--- src/rtl/grid_astar_path_search_assert.svh ---
// Assertion macros used by the grid path search datapath.
`ifndef GRID_ASTAR_PATH_SEARCH_ASSERT_SVH
`define GRID_ASTAR_PATH_SEARCH_ASSERT_SVH
`ifndef ASSERT_OFF
`define GAPS_ASSERT(lbl, clk, rst, prop) \
   lbl: assert property (@(posedge clk) disable iff (rst) prop) \
      else $error("assertion failed");
`define GAPS_ASSERT_RST(lbl, clk, prop) \
   lbl: assert property (@(posedge clk) prop) else $error("assertion failed");
`else
`define GAPS_ASSERT(lbl, clk, rst, prop)
`define GAPS_ASSERT_RST(lbl, clk, prop)
`endif
`endif

--- src/rtl/gaps_pkg.sv ---
package gaps_pkg;

   localparam int ROWS     = 8;
   localparam int COLS     = 8;
   localparam int CELLS    = 64;
   localparam int CELL_W   = 6;
   localparam int OPEN_MAX = 64;
   localparam int CNT_W    = 7;
   localparam int G_W      = 6;
   localparam int F_W      = 7;
   localparam int ENT_W    = F_W + G_W + CELL_W;

   localparam logic [G_W-1:0] G_MAX = 6'd63;
   localparam logic [F_W-1:0] F_MAX = 7'd127;
   localparam logic [5:0]     TRACE_MAX = 6'd63;

   // Result status codes.
   localparam logic [2:0] ST_PATH    = 3'd0;
   localparam logic [2:0] ST_INVALID = 3'd1;
   localparam logic [2:0] ST_BLOCKED = 3'd2;
   localparam logic [2:0] ST_THERE   = 3'd3;
   localparam logic [2:0] ST_NOPATH  = 3'd4;

   // Neighbor offsets: N, W, S, E, NW, NE, SW, SE.
   localparam logic signed [4:0] STEP_DR [8] = '{-5'sd1, 5'sd0, 5'sd1, 5'sd0,
                                                -5'sd1, -5'sd1, 5'sd1, 5'sd1};
   localparam logic signed [4:0] STEP_DC [8] = '{5'sd0, -5'sd1, 5'sd0, 5'sd1,
                                                -5'sd1, 5'sd1, -5'sd1, 5'sd1};

   typedef enum logic [1:0] {
      NB_SKIP = 2'd0,
      NB_DST  = 2'd1,
      NB_EVAL = 2'd2
   } nb_kind_type;

   typedef struct packed {
      logic       grid_wr;
      logic       start;
      logic       init;
      logic       scan_clr;
      logic       scan_rd;
      logic       scan_cmp;
      logic       pop_rd;
      logic       pop_wr;
      logic       nb_eval;
      logic       nb_upd;
      logic       nb_next;
      logic       tr_rd;
      logic       tr_load;
      logic       tr_next;
      logic       out_status;
      logic [2:0] status_code;
   } cmd_type;

   typedef struct packed {
      logic [2:0]  chk_code;
      logic        cnt_zero;
      logic        scan_last;
      logic        nb_last;
      nb_kind_type nb_kind;
      logic        rsp_last;
   } sts_type;

endpackage

--- src/rtl/gaps_ctrl.sv ---
module gaps_ctrl (
   input  logic             clock,
   input  logic             reset,
   input  logic             req_valid,
   output logic             req_ready,
   input  logic             req_op,
   output logic             rsp_valid,
   input  logic             rsp_ready,
   input  gaps_pkg::sts_type sts,
   output gaps_pkg::cmd_type cmd
);
   import gaps_pkg::*;

   typedef enum logic [11:0] {
      S_IDLE     = 12'b000000000001,
      S_CHECK    = 12'b000000000010,
      S_SCAN_CHK = 12'b000000000100,
      S_SCAN_RD  = 12'b000000001000,
      S_SCAN_CMP = 12'b000000010000,
      S_POP_RD   = 12'b000000100000,
      S_POP_WR   = 12'b000001000000,
      S_NB_EVAL  = 12'b000010000000,
      S_NB_UPD   = 12'b000100000000,
      S_TR_RD    = 12'b001000000000,
      S_TR_OUT   = 12'b010000000000,
      S_OUT_WAIT = 12'b100000000000
   } state_type;

   state_type state_ff, state_in;

   assign req_ready = (state_ff == S_IDLE);
   assign rsp_valid = (state_ff == S_OUT_WAIT);

   // Next state and commands to the datapath.
   always_comb begin
      state_in = state_ff;
      cmd      = '0;
      unique case (state_ff)
         S_IDLE: begin
            if (req_valid) begin
               if (req_op) begin
                  cmd.start = 1'b1;
                  state_in  = S_CHECK;
               end else begin
                  cmd.grid_wr = 1'b1;
               end
            end
         end
         S_CHECK: begin
            if (sts.chk_code != ST_PATH) begin
               cmd.out_status  = 1'b1;
               cmd.status_code = sts.chk_code;
               state_in        = S_OUT_WAIT;
            end else begin
               cmd.init = 1'b1;
               state_in = S_SCAN_CHK;
            end
         end
         S_SCAN_CHK: begin
            if (sts.cnt_zero) begin
               cmd.out_status  = 1'b1;
               cmd.status_code = ST_NOPATH;
               state_in        = S_OUT_WAIT;
            end else begin
               cmd.scan_clr = 1'b1;
               state_in     = S_SCAN_RD;
            end
         end
         S_SCAN_RD: begin
            cmd.scan_rd = 1'b1;
            state_in    = S_SCAN_CMP;
         end
         S_SCAN_CMP: begin
            cmd.scan_cmp = 1'b1;
            state_in     = sts.scan_last ? S_POP_RD : S_SCAN_RD;
         end
         S_POP_RD: begin
            cmd.pop_rd = 1'b1;
            state_in   = S_POP_WR;
         end
         S_POP_WR: begin
            cmd.pop_wr = 1'b1;
            state_in   = S_NB_EVAL;
         end
         S_NB_EVAL: begin
            cmd.nb_eval = 1'b1;
            unique case (sts.nb_kind)
               NB_DST:  state_in = S_TR_RD;
               NB_EVAL: state_in = S_NB_UPD;
               default: begin
                  cmd.nb_next = 1'b1;
                  state_in    = sts.nb_last ? S_SCAN_CHK : S_NB_EVAL;
               end
            endcase
         end
         S_NB_UPD: begin
            cmd.nb_upd  = 1'b1;
            cmd.nb_next = 1'b1;
            state_in    = sts.nb_last ? S_SCAN_CHK : S_NB_EVAL;
         end
         S_TR_RD: begin
            cmd.tr_rd = 1'b1;
            state_in  = S_TR_OUT;
         end
         S_TR_OUT: begin
            cmd.tr_load = 1'b1;
            state_in    = S_OUT_WAIT;
         end
         S_OUT_WAIT: begin
            if (rsp_ready) begin
               if (sts.rsp_last) begin
                  state_in = S_IDLE;
               end else begin
                  cmd.tr_next = 1'b1;
                  state_in    = S_TR_RD;
               end
            end
         end
         default: state_in = S_IDLE;
      endcase
   end

   always_ff @(posedge clock) begin
      if (reset) begin
         state_ff <= S_IDLE;
      end else begin
         state_ff <= state_in;
      end
   end

endmodule

--- src/rtl/gaps_dp.sv ---
`include "grid_astar_path_search_assert.svh"
module gaps_dp (
   input  logic              clock,
   input  logic              reset,
   input  gaps_pkg::cmd_type cmd,
   output gaps_pkg::sts_type sts,
   input  logic [2:0]        req_cell_row,
   input  logic [2:0]        req_cell_col,
   input  logic              req_cell_open,
   input  logic [3:0]        req_src_row,
   input  logic [3:0]        req_src_col,
   input  logic [3:0]        req_dst_row,
   input  logic [3:0]        req_dst_col,
   output logic [2:0]        rsp_status,
   output logic [2:0]        rsp_path_row,
   output logic [2:0]        rsp_path_col,
   output logic              rsp_last
);
   import gaps_pkg::*;

   // Grid, closed marks and score valid bits live in flip-flops.
   logic [CELLS-1:0] grid_ff, closed_ff, svld_ff;
   logic [F_W-1:0]    score_mem  [CELLS];
   logic [CELL_W-1:0] parent_mem [CELLS];
   logic [ENT_W-1:0]  open_mem   [OPEN_MAX];

   logic [3:0]        sr_ff, sc_ff, dr_ff, dc_ff;
   logic [CNT_W-1:0]  cnt_ff;
   logic [CELL_W-1:0] idx_ff, best_idx_ff, cur_ff, at_ff, n_ff;
   logic [ENT_W-1:0]  best_ent_ff, open_rd_ff;
   logic [G_W-1:0]    g_ff;
   logic [2:0]        k_ff;
   logic [F_W-1:0]    score_rd_ff;
   logic [CELL_W-1:0] parent_rd_ff;
   logic [2:0]        status_ff, row_ff, col_ff;
   logic              last_ff;

   logic [CELL_W-1:0] src_cell, dst_cell, nb_cell;
   logic [3:0]        cur_r, cur_c, a_dist, b_dist, h_dist;
   logic signed [4:0] nr_s, nc_s;
   logic              nb_oob, improve, tr_end;
   logic [G_W-1:0]    gn;
   logic [F_W-1:0]    fn, score_cur;

   assign rsp_status   = status_ff;
   assign rsp_path_row = row_ff;
   assign rsp_path_col = col_ff;
   assign rsp_last     = last_ff;

   // Endpoint checks and neighbor arithmetic.
   always_comb begin
      src_cell = CELL_W'(32'(sr_ff) * COLS + 32'(sc_ff));
      dst_cell = CELL_W'(32'(dr_ff) * COLS + 32'(dc_ff));
      if (32'(sr_ff) >= ROWS || 32'(sc_ff) >= COLS ||
          32'(dr_ff) >= ROWS || 32'(dc_ff) >= COLS) begin
         sts.chk_code = ST_INVALID;
      end else if (!grid_ff[src_cell] || !grid_ff[dst_cell]) begin
         sts.chk_code = ST_BLOCKED;
      end else if (src_cell == dst_cell) begin
         sts.chk_code = ST_THERE;
      end else begin
         sts.chk_code = ST_PATH;
      end

      cur_r   = 4'(cur_ff / COLS);
      cur_c   = 4'(cur_ff % COLS);
      nr_s    = $signed({1'b0, cur_r}) + STEP_DR[k_ff];
      nc_s    = $signed({1'b0, cur_c}) + STEP_DC[k_ff];
      nb_oob  = (nr_s < 0) || (32'(nr_s) >= ROWS) || (nc_s < 0) || (32'(nc_s) >= COLS);
      nb_cell = CELL_W'(32'(nr_s[3:0]) * COLS + 32'(nc_s[3:0]));
      a_dist  = (nr_s[3:0] > dr_ff) ? nr_s[3:0] - dr_ff : dr_ff - nr_s[3:0];
      b_dist  = (nc_s[3:0] > dc_ff) ? nc_s[3:0] - dc_ff : dc_ff - nc_s[3:0];
      h_dist  = (a_dist > b_dist) ? a_dist : b_dist;
      gn      = (g_ff == G_MAX) ? G_MAX : g_ff + 1'b1;
      fn      = F_W'(gn) + F_W'(h_dist);

      if (nb_oob) begin
         sts.nb_kind = NB_SKIP;
      end else if (nb_cell == dst_cell) begin
         sts.nb_kind = NB_DST;
      end else if (closed_ff[nb_cell] || !grid_ff[nb_cell]) begin
         sts.nb_kind = NB_SKIP;
      end else begin
         sts.nb_kind = NB_EVAL;
      end

      score_cur     = svld_ff[nb_cell] ? score_rd_ff : F_MAX;
      improve       = score_cur > fn;
      tr_end        = (parent_rd_ff == at_ff) || (n_ff == TRACE_MAX);
      sts.cnt_zero  = (cnt_ff == '0);
      sts.scan_last = (CNT_W'(idx_ff) + 1'b1) == cnt_ff;
      sts.nb_last   = (k_ff == 3'd7);
      sts.rsp_last  = last_ff;
   end

   // Control-like state: grid, marks, open count.
   always_ff @(posedge clock) begin
      if (reset) begin
         grid_ff   <= '0;
         closed_ff <= '0;
         svld_ff   <= '0;
         cnt_ff    <= '0;
      end else begin
         if (cmd.grid_wr && 32'(req_cell_row) < ROWS && 32'(req_cell_col) < COLS) begin
            grid_ff[CELL_W'(32'(req_cell_row) * COLS + 32'(req_cell_col))] <= req_cell_open;
         end
         if (cmd.init) begin
            closed_ff         <= '0;
            svld_ff           <= '0;
            svld_ff[src_cell] <= 1'b1;
            cnt_ff            <= CNT_W'(1);
         end
         if (cmd.pop_wr) begin
            closed_ff[best_ent_ff[CELL_W-1:0]] <= 1'b1;
            cnt_ff <= cnt_ff - 1'b1;
         end
         if (cmd.nb_upd && improve) begin
            svld_ff[nb_cell] <= 1'b1;
            if (cnt_ff < CNT_W'(OPEN_MAX)) begin
               cnt_ff <= cnt_ff + 1'b1;
            end
         end
      end
   end

   // Open list memory.
   always_ff @(posedge clock) begin
      if (cmd.init) begin
         open_mem[0] <= {F_W'(0), G_W'(0), src_cell};
      end else if (cmd.pop_wr) begin
         open_mem[best_idx_ff] <= open_rd_ff;
      end else if (cmd.nb_upd && improve && cnt_ff < CNT_W'(OPEN_MAX)) begin
         open_mem[cnt_ff[CELL_W-1:0]] <= {fn, gn, nb_cell};
      end
      if (cmd.scan_rd) begin
         open_rd_ff <= open_mem[idx_ff];
      end else if (cmd.pop_rd) begin
         open_rd_ff <= open_mem[CELL_W'(cnt_ff - 1'b1)];
      end
   end

   // Score memory.
   always_ff @(posedge clock) begin
      if (cmd.init) begin
         score_mem[src_cell] <= '0;
      end else if (cmd.nb_upd && improve) begin
         score_mem[nb_cell] <= fn;
      end
      if (cmd.nb_eval) begin
         score_rd_ff <= score_mem[nb_cell];
      end
   end

   // Parent memory.
   always_ff @(posedge clock) begin
      if (cmd.init) begin
         parent_mem[src_cell] <= src_cell;
      end else if (cmd.nb_eval && sts.nb_kind == NB_DST) begin
         parent_mem[dst_cell] <= cur_ff;
      end else if (cmd.nb_upd && improve) begin
         parent_mem[nb_cell] <= cur_ff;
      end
      if (cmd.tr_rd) begin
         parent_rd_ff <= parent_mem[at_ff];
      end
   end

   // Search registers and the result register.
   always_ff @(posedge clock) begin
      if (cmd.start) begin
         sr_ff <= req_src_row;
         sc_ff <= req_src_col;
         dr_ff <= req_dst_row;
         dc_ff <= req_dst_col;
      end
      if (cmd.scan_clr) begin
         idx_ff <= '0;
      end
      if (cmd.scan_cmp) begin
         if (idx_ff == '0 || open_rd_ff[ENT_W-1 -: F_W] < best_ent_ff[ENT_W-1 -: F_W]) begin
            best_idx_ff <= idx_ff;
            best_ent_ff <= open_rd_ff;
         end
         idx_ff <= idx_ff + 1'b1;
      end
      if (cmd.pop_wr) begin
         cur_ff <= best_ent_ff[CELL_W-1:0];
         g_ff   <= best_ent_ff[CELL_W +: G_W];
         k_ff   <= '0;
      end
      if (cmd.nb_next) begin
         k_ff <= k_ff + 1'b1;
      end
      if (cmd.nb_eval && sts.nb_kind == NB_DST) begin
         at_ff <= dst_cell;
         n_ff  <= '0;
      end
      if (cmd.tr_next) begin
         at_ff <= parent_rd_ff;
         n_ff  <= n_ff + 1'b1;
      end
      if (cmd.out_status) begin
         status_ff <= cmd.status_code;
         row_ff    <= '0;
         col_ff    <= '0;
         last_ff   <= 1'b1;
      end
      if (cmd.tr_load) begin
         status_ff <= ST_PATH;
         row_ff    <= 3'(at_ff / COLS);
         col_ff    <= 3'(at_ff % COLS);
         last_ff   <= tr_end;
      end
   end

   `GAPS_ASSERT(a_cnt_bound, clock, reset, cnt_ff <= CNT_W'(OPEN_MAX))
   `GAPS_ASSERT(a_pop_nonempty, clock, reset, cmd.pop_wr |-> cnt_ff != '0)
   `GAPS_ASSERT(a_pop_closes, clock, reset, cmd.pop_wr |=> closed_ff[cur_ff])

endmodule

--- src/rtl/grid_astar_path_search.sv ---
// A grid write is accepted from the idle state, and the next request may follow at once.
// A search request first checks its endpoints; an early status result then waits in the
// output register. Each expansion scans the open list, pops the best entry and checks the
// eight neighbors; each path cell is read from the parent memory and held until rsp_ready.
// One request is processed at a time; results leave through a single output register.
// Synchronous active-high reset blocks the whole grid and empties the open list.
module grid_astar_path_search (
   input  logic       clock,
   input  logic       reset,
   input  logic       req_valid,
   output logic       req_ready,
   input  logic       req_op,
   input  logic [2:0] req_cell_row,
   input  logic [2:0] req_cell_col,
   input  logic       req_cell_open,
   input  logic [3:0] req_src_row,
   input  logic [3:0] req_src_col,
   input  logic [3:0] req_dst_row,
   input  logic [3:0] req_dst_col,
   output logic       rsp_valid,
   input  logic       rsp_ready,
   output logic [2:0] rsp_status,
   output logic [2:0] rsp_path_row,
   output logic [2:0] rsp_path_col,
   output logic       rsp_last
);
   import gaps_pkg::*;

   cmd_type cmd;
   sts_type sts;

   // Sequencer.
   gaps_ctrl u_ctrl (
      .clock     (clock),
      .reset     (reset),
      .req_valid (req_valid),
      .req_ready (req_ready),
      .req_op    (req_op),
      .rsp_valid (rsp_valid),
      .rsp_ready (rsp_ready),
      .sts       (sts),
      .cmd       (cmd)
   );

   // Storage and arithmetic.
   gaps_dp u_dp (
      .clock         (clock),
      .reset         (reset),
      .cmd           (cmd),
      .sts           (sts),
      .req_cell_row  (req_cell_row),
      .req_cell_col  (req_cell_col),
      .req_cell_open (req_cell_open),
      .req_src_row   (req_src_row),
      .req_src_col   (req_src_col),
      .req_dst_row   (req_dst_row),
      .req_dst_col   (req_dst_col),
      .rsp_status    (rsp_status),
      .rsp_path_row  (rsp_path_row),
      .rsp_path_col  (rsp_path_col),
      .rsp_last      (rsp_last)
   );

endmodule
--- config.mk ---
export PLATFORM = sky130hd
export DESIGN_NAME = grid_astar_path_search
export DESIGN_NICKNAME = d
export VERILOG_FILES = /design/src/rtl/gaps_pkg.sv /design/src/rtl/gaps_ctrl.sv /design/src/rtl/gaps_dp.sv /design/src/rtl/grid_astar_path_search.sv
export VERILOG_INCLUDE_DIRS = /design/src /design/src/rtl
export SDC_FILE = /design/constraint.sdc
export NUM_CORES = 2
export LEC_CHECK = 0
export BUFFER_PORTS_ARGS = -buffer_cell sky130_fd_sc_hd__buf_4
export CORE_AREA = 10 10 498 500
export DETAILED_ROUTE_END_ITERATION = 16
export DIE_AREA = 0 0 508 510
export HOLD_SLACK_MARGIN = 0.1
export SLEW_MARGIN = 25
export SYNTH_ARGS = -nofsm -noshare
export SYNTH_HDL_FRONTEND = slang
export SYNTH_SLANG_ARGS = --single-unit
export TNS_END_PERCENT = 10
--- constraint.sdc ---
create_clock -name clock -period 13.7 [get_ports clock]
set_input_delay 1.37 -clock clock [delete_from_list [all_inputs] [get_ports clock]]
set_output_delay 1.37 -clock clock [all_outputs]
set_load 0.02 [all_outputs]
Word level (Yosys, flattened, before mapping)

Memory sizes are Yosys's and may differ from the RTL's. A register that Yosys moved wholly into a read port is not among the register bits.
Cells that the tools add are included.

Muxes and demuxes: 127
$lt $le $gt $ge: 24
Bitwise gates (word level): 3
Reduce and logical (&&, ||, !) cells: 36
Equal/unequal tests: 24
Add/subtract/negate cells: 18

Operators with widths:

| operator              | count |
|---|---|
| $mux W64              | 6 |
| $pmux W12 S12         | 1 |
| $or A64 B64 Y64       | 2 |
| $mux W6               | 16 |
| $mux W19              | 4 |
| $bwmux W64            | 1 |
| $mux W12              | 5 |
| $mux W1               | 52 |
| $mux W7               | 6 |
| $reduce_or A19 Y1     | 2 |
| $lt A6 B7 Y1 const B  | 5 |
| $bmux W1 S6           | 5 |
| $demux W1 S6          | 4 |
| $ge A6 B1 Y1 const B  | 4 |
| $pmux W12 S2          | 1 |
| $ge A4 B4 Y1 const B  | 5 |
| $mux W4               | 5 |
| $mux W5               | 4 |
| $add A6 B1 Y6 const B | 3 |
| $add A6 B4 Y6         | 3 |
| $eq A6 B6 Y1          | 3 |
| $mux W2               | 8 |
| $sub A4 B4 Y4         | 4 |
| $mux W3               | 5 |
| other kinds (49)      | 78 |

Memories: 5
Flip-flop bits (word level): 314
Memory bits (read-only): 80
Bits of input ports: 28
RAM bits: 2048
Word-level logic and storage cells: 259
Output and inout port bits: 12

Memories:

| name             | words | width | read ports | clocked after Yosys merged registers in | wr ports | RTL line      | source |
|---|---|---|---|---|---|---|---|
| u_dp.open_mem    | 64    | 19    | 2          | 1                                       | 1        | gaps_dp.sv:25 | `logic [ENT_W-1:0] open_mem [OPEN_MAX];` |
| u_dp.score_mem   | 64    | 7     | 1          | 1                                       | 1        | gaps_dp.sv:23 | `logic [F_W-1:0] score_mem [CELLS];` |
| u_dp.parent_mem  | 64    | 6     | 1          | 1                                       | 1        | gaps_dp.sv:24 | `logic [CELL_W-1:0] parent_mem [CELLS];` |
| (name not given) | 8     | 5     | 1          | 0                                       | 0        | gaps_dp.sv:67 | `nr_s = $signed({1'b0, cur_r}) + STEP_DR[k_ff];` |
| (name not given) | 8     | 5     | 1          | 0                                       | 0        | gaps_dp.sv:68 | `nc_s = $signed({1'b0, cur_c}) + STEP_DC[k_ff];` |

Depth between registers and ports, before layout

Depth in word-level cells: 21
Gate-level depth with buffers: 42
Gate-level depth less buffers: 38

Cells and area by module

From an unflattened synthesis, not the netlist that was laid out.

Cell total of the unflattened synthesis: 5738
Area total of the unflattened synthesis: 104750.5 um^2

Modules (own cells, without submodules):

| module    | cells an instance | area an instance (um^2) | instances |
|---|---|---|---|
| gaps_dp   | 5633              | 103885.9                | 1 |
| gaps_ctrl | 105               | 864.6                   | 1 |

Least setup slack after synthesis

OpenSTA, ideal clock, no wires.

Path kind: reg-to-reg
From: register u_dp.k_ff[0]
To: memory u_dp.open_mem[0][10] (netlist name) (data pin)
Library setup time: 0.702 ns
Setup slack: 2.687 ns
Path buffers: 7
Arrival: 10.311 ns
Stages on the path, launching flop included: 40
Clock period less this slack: 11.013 ns
Data required time: 12.998 ns
Path through: edfxtp_1 > ha_1 > mux2i_1 > inv_1 > ha_1 > xor2_1 > clkbuf_1 > clkbuf_1 > clkbuf_1 > buf_1 > ha_1 > a21o_1 > a21oi_1 > a41oi_1 > mux2i_1 > inv_1 > ha_1 > nor2b_1 > (+4 left out) > mux2_2 > ha_1 > a21o_1 > a21oi_1 > inv_1 > a21oi_1 > nor2_1 > xor2_1 > ha_1 > nand3_1 > nor3_1 > nand3b_1 > a21oi_2 > buf_4 > nand2_1 > clkbuf_1 > clkbuf_1 > o21ai_0

Word-level cells in the longest chain between the ends: 19

RTL lines:

| what                                    | RTL line                     | source |
|---|---|---|
| from (decl)                             | gaps_dp.sv:32                | `logic [2:0] k_ff;` |
| from (signal assigned)                  | gaps_dp.sv:192               | `k_ff <= k_ff + 1'b1;` |
| $not A3 Y4 (not written as such) (*)    | gaps_dp.sv:67, gaps_dp.sv:68 |  |
| $mem_v2 Z8 W5 (on tied branches)        | -                            |  |
| $mux W5 (on tied branches) (2 in a row) | gaps_dp.sv:67, gaps_dp.sv:68 |  |
| $add A4 B5 Y5 (on tied branches)        | gaps_dp.sv:67, gaps_dp.sv:68 |  |
| $sub A4 B4 Y4 (tied with other cells)   | gaps_dp.sv:71                | `a_dist = (nr_s[3:0] > dr_ff) ? nr_s[3:0] - dr_ff : dr_ff - nr_s[3:0];` |
| $mux W4 (on tied branches)              | gaps_dp.sv:71, gaps_dp.sv:72 |  |
| $gt A4 B4 Y1                            | gaps_dp.sv:73                | `h_dist = (a_dist > b_dist) ? a_dist : b_dist;` |
| $mux W4                                 | gaps_dp.sv:73                |  |
| $add A6 B4 Y7                           | gaps_dp.sv:75                | `fn = F_W'(gn) + F_W'(h_dist);` |
| $gt A7 B7 Y1 (*)                        | gaps_dp.sv:88                | `improve = score_cur > fn;` |
| $logic_and A1 B1 Y1 (*) (2 in a row)    | gaps_dp.sv:132               | `end else if (cmd.nb_upd && improve && cnt_ff < CNT_W'(OPEN_MAX)) begin` |
| $mux W1 (*)                             | gaps_dp.sv:132               |  |
| $mux W1 (*)                             | gaps_dp.sv:130               | `end else if (cmd.pop_wr) begin` |
| $mux W1 (*)                             | gaps_dp.sv:128               | `if (cmd.init) begin` |
| $mux W1 (not written as such) (*)       | gaps_dp.sv:133               | `open_mem[cnt_ff[CELL_W-1:0]] <= {fn, gn, nb_cell};` |
| $reduce_or A19 Y1 (no source line) (*)  | -                            |  |
| $mux W19 (no source line) (*)           | -                            |  |
| to (decl)                               | gaps_dp.sv:25                |  |

Every way passes the cells marked *; elsewhere a longest branch is shown, timed or not. The select of a mux whose other input is x is not followed.

Worst setup path in the final report

From: register u_dp.k_ff[0]
To: memory u_dp.parent_mem[28][5], enable pin

Word-level cells in the longest chain between the ends: 21

RTL lines:

| what                                                                   | RTL line |
|---|---|
| $not A3 Y4 (not written as such) (*)                                   | gaps_dp.sv:67, gaps_dp.sv:68 |
| parallel branches: the longest is 20 deep, another holds $add A6 B4 Y7 | - |
| to (decl)                                                              | gaps_dp.sv:24 |

Mark *: on every way between the ends. The select of a mux whose other input is x is not followed.

==> impl_metrics.yaml <==
clock_network:
  path_clk_slew_ns: 0.06
  clock-sinks: 2381
  cts.repair.resized: 0
  clock-root-buffer: "clkbuf_16"
  hold_buffers: 0
  ctsLongestPathBuffers: 3
  cts_setup_buffers: 0
  cts_made_buffers: 237
  clk_latency_ns: 0.92
  cts_tree: "built"
  cts_max_level: 4
timing:
  period_needed_ns: 10.38
  holdWs_ns: 0.415
  fin_crit_sh_pct: 75.8
  clock.fmax_mhz: 96.3
  rsz0062_at_grt: "false"
  finalHoldViolCount: 0
  setup_violations: 0
  max_slew_margin_pct: 24.2
  setup_tns_ns: 0
  worst_pin_slew_ns: 1.14
  fin_skew_ns: 0.0714
  drv_slew: 0
pwr:
  p_leak_nw: 34.9
  p_total_w: 0.0148
  powerDensity_nw_per_um2: 124
  ir_drop_mv: 0.118
synthesis:
  ys.warnings.count: 0
  synth_cell_types: 85
  synth-edff-count: 2161
  syn-num-nets: 6327
  ys.flop_type: "edfxtp_1"
  ys_seq_elements: 2381
  synthCells: 6230
  syn-cell-area_um2: 106000
  ys_top_cells_by_area: "edfxtp_1, mux4_2, dfxtp_1"
  async_flop_share_pct: 0
  avgSynthCellArea_um2: 17.1
  synth_top_cell_area_share_pct: 61.0
  yosysTopAreaCell: "edfxtp_1"
  seq_area_frac_synth_pct: 65.2
placed_design:
  hpwl_um: 207000
  gp_congestion: 0.901
  io_buffer_count: 39
worst_hold_path:
  hp-class: "register to register"
  worstHoldStart: "u_dp.best_ent_ff[10]$_DFFE_PP_"
cells_and_area:
  multiInputGateArea_um2: 36200
  regArea_um2: 69300
  nets: 6320
  final_util_pct: 50.2
  syn_to_final_growth_pct: 12.0
  n_fill_cell: 19200
  mostFrequentLayoutCells: "edfxtp_1, mux4_2, nand2_1"
  final_common_cell: "edfxtp_1"
  drive_above_1_share_pct: 25.6
worst_setup_path:
  cp.required_ns: 14.20
  arrival_ns: 10.89
  critPathLaunchType: "register"
  cp_max_fo: 32
  cpPeakStageDelay_ns: 0.97
  critPathLaunch: "u_dp.k_ff[0]$_SDFFCE_PN0P_"
  reg2reg_depth: 35
  endpoint: "u_dp.parent_mem[28][5]$_DFFE_PP_"
  r2r-end: "u_dp.parent_mem[28][5]$_DFFE_PP_"
  cp_common_cell: "ha_1"
  worstSetupPathType: "register to register"
  endpoint_kind: "register"
  rrSetupSlack_ns: 3.32
  cpMaxStageDelayCell: "nor3_1"
  r2r-start: "u_dp.k_ff[0]$_SDFFCE_PN0P_"
route:
  route.antenna.remaining_nets: 0
  dr.pass1.iters: 8
  routed_wl_um: 322000
  routed_via_density: 6.56
  via_count: 63000
  wl_per_cell_um: 33.6
  drtIter0Drc: 9406
  drcViolationCount: 0
floorplanning:
  coreArea_um2: 237000
  fp.dieW_um: 508
  start_util_pct: 44.8
  fp.dieArea_um2: 259000
  design.portCount: 40
  die-height_um: 510
  rows: 179
job:
  max-cap-violations: 0
global_route:
  antenna_found_initial: 22
  grt_pass1_vias: 60800
  grt_max_degree: 135
  grt_pass1_wl_um: 460000
  track_usage_pct: 24.3
  grt_overflow: 0
outcome:
  status: "complete, no violations"
==> routing by layer <==
layer / GRT usage, % / share of wire [%] / up-vias
met4: 6.53 / 2.8 / 12
met1: 36.3 / 41 / 33300
met5: 0 / 0.028 / -
met2: 35.7 / 44 / 3936
li1: - / - / 25300
met3: 6.11 / 12 / 469
==> worst min path at each step <==
stage                             endpoint  slack, ns  depth (start not counted)
CTS                 u_dp.g_ff[4]$_DFFE_PP_       0.42                          0
global placement    u_dp.g_ff[3]$_DFFE_PP_       0.40                          0
detailed placement  u_dp.g_ff[0]$_DFFE_PP_       0.41                          0
finish              u_dp.g_ff[4]$_DFFE_PP_       0.42                          0
global route        u_dp.g_ff[4]$_DFFE_PP_       0.42                          0
floorplan           u_dp.g_ff[0]$_DFFE_PP_       0.40                          0
==> report_power, final <==
part / internal [W] / switching [W] / total (W)
Combinational: 0.0000641 / 0.000206 / 0.000271
Sequential: 0.00786 / 0.0000117 / 0.00787
Clock: 0.00379 / 0.00287 / 0.00665
==> cell usage after synthesis (all sizes together) (7+ instances only) <==
cell type	instances
xnor2	27
a31oi	31
nor3b	38
nor2	398
and2	13
o221ai	8
mux2i	176
a221oi	31
o211ai	10
nand3b	23
a211oi	8
nor4	26
mux2	21
o31ai	10
a221o	11
o21ai	101
nand2	573
a21o	21
buf	141
fa	7
nand3	99
a21oi	265
a22oi	89
a211o	9
dfxtp	220
nand4	21
a22o	26
o22ai	58
edfxtp	2161
inv	80
nor2b	25
nand2b	23
xor2	30
ha	62
clkbuf	278
nor3	73
or4	11
and3	11
or3	7
mux4	927
or2	9
==> cell families (layout without fill, tap and decap cells) <==
group	count (synthesis)	count (layout)	synth area share, %
AO/OA/AOI/OAI	728	728	4.35
XOR/XNOR	57	57	0.470
adder cells (fa/ha/maj)	69	69	0.861
buffers and inverters	500	698	1.82
flip-flops	2381	2381	65.2
multiplexers	1124	1124	21.5
other	0	3	0
AND/OR/NAND/NOR	1371	1371	5.79
==> state kept, by name, indices dropped and copies added, names as in the netlist, 7 cells and up, named ones only <==
signal            cells
u_dp.score_rd_ff      7
u_ctrl.state_ff      12
u_dp.parent_mem     384
u_dp.open_mem      1216
u_dp.score_mem      448
u_dp.grid_ff         64
u_dp.closed_ff       64
u_dp.cnt_ff           7
u_dp.svld_ff         64
u_dp.best_ent_ff     19
u_dp.open_rd_ff      19
==> critical path, delay by kind of cell, from the launching register on <==
| kind | cells | cell delay, ns |
|---|---|---|
| AND/OR/NAND/NOR | 10 | 2.87 |
| multiplexers | 2 | 0.71 |
| XOR/XNOR | 1 | 0.48 |
| buffers and inverters | 5 | 0.84 |
| adder cells (fa/ha/maj) | 6 | 2.29 |
| AO/OA/AOI/OAI | 11 | 2.32 |
| flip-flops | 1 | 0.46 |
==> through the flow <==
step                      setup WS [ns]  instance area (um^2)  cells
after floorplan                    2.69                106000   6230
after global placement             3.39                111000   9151
after detailed placement           3.51                111000   9151
after CTS                          3.48                119000   9595
after global routing               2.77                119000   9595
final                              3.32                119000   9598
==> cell type report <==
| class | instances | area share (%) |
|---|---|---|
| Antenna cell | 3 | 0.00630 |
| Clock buffer | 286 | 5.18 |
| Clock inverter | 158 | 1.46 |
| Inverter | 81 | 0.256 |
| Multi-Input combinational cell | 3349 | 30.4 |
| Sequential cell | 2381 | 58.2 |
| Tap cell | 3167 | 3.33 |
| Timing Repair Buffer | 173 | 1.17 |
(Power assumes the default switching activity.)
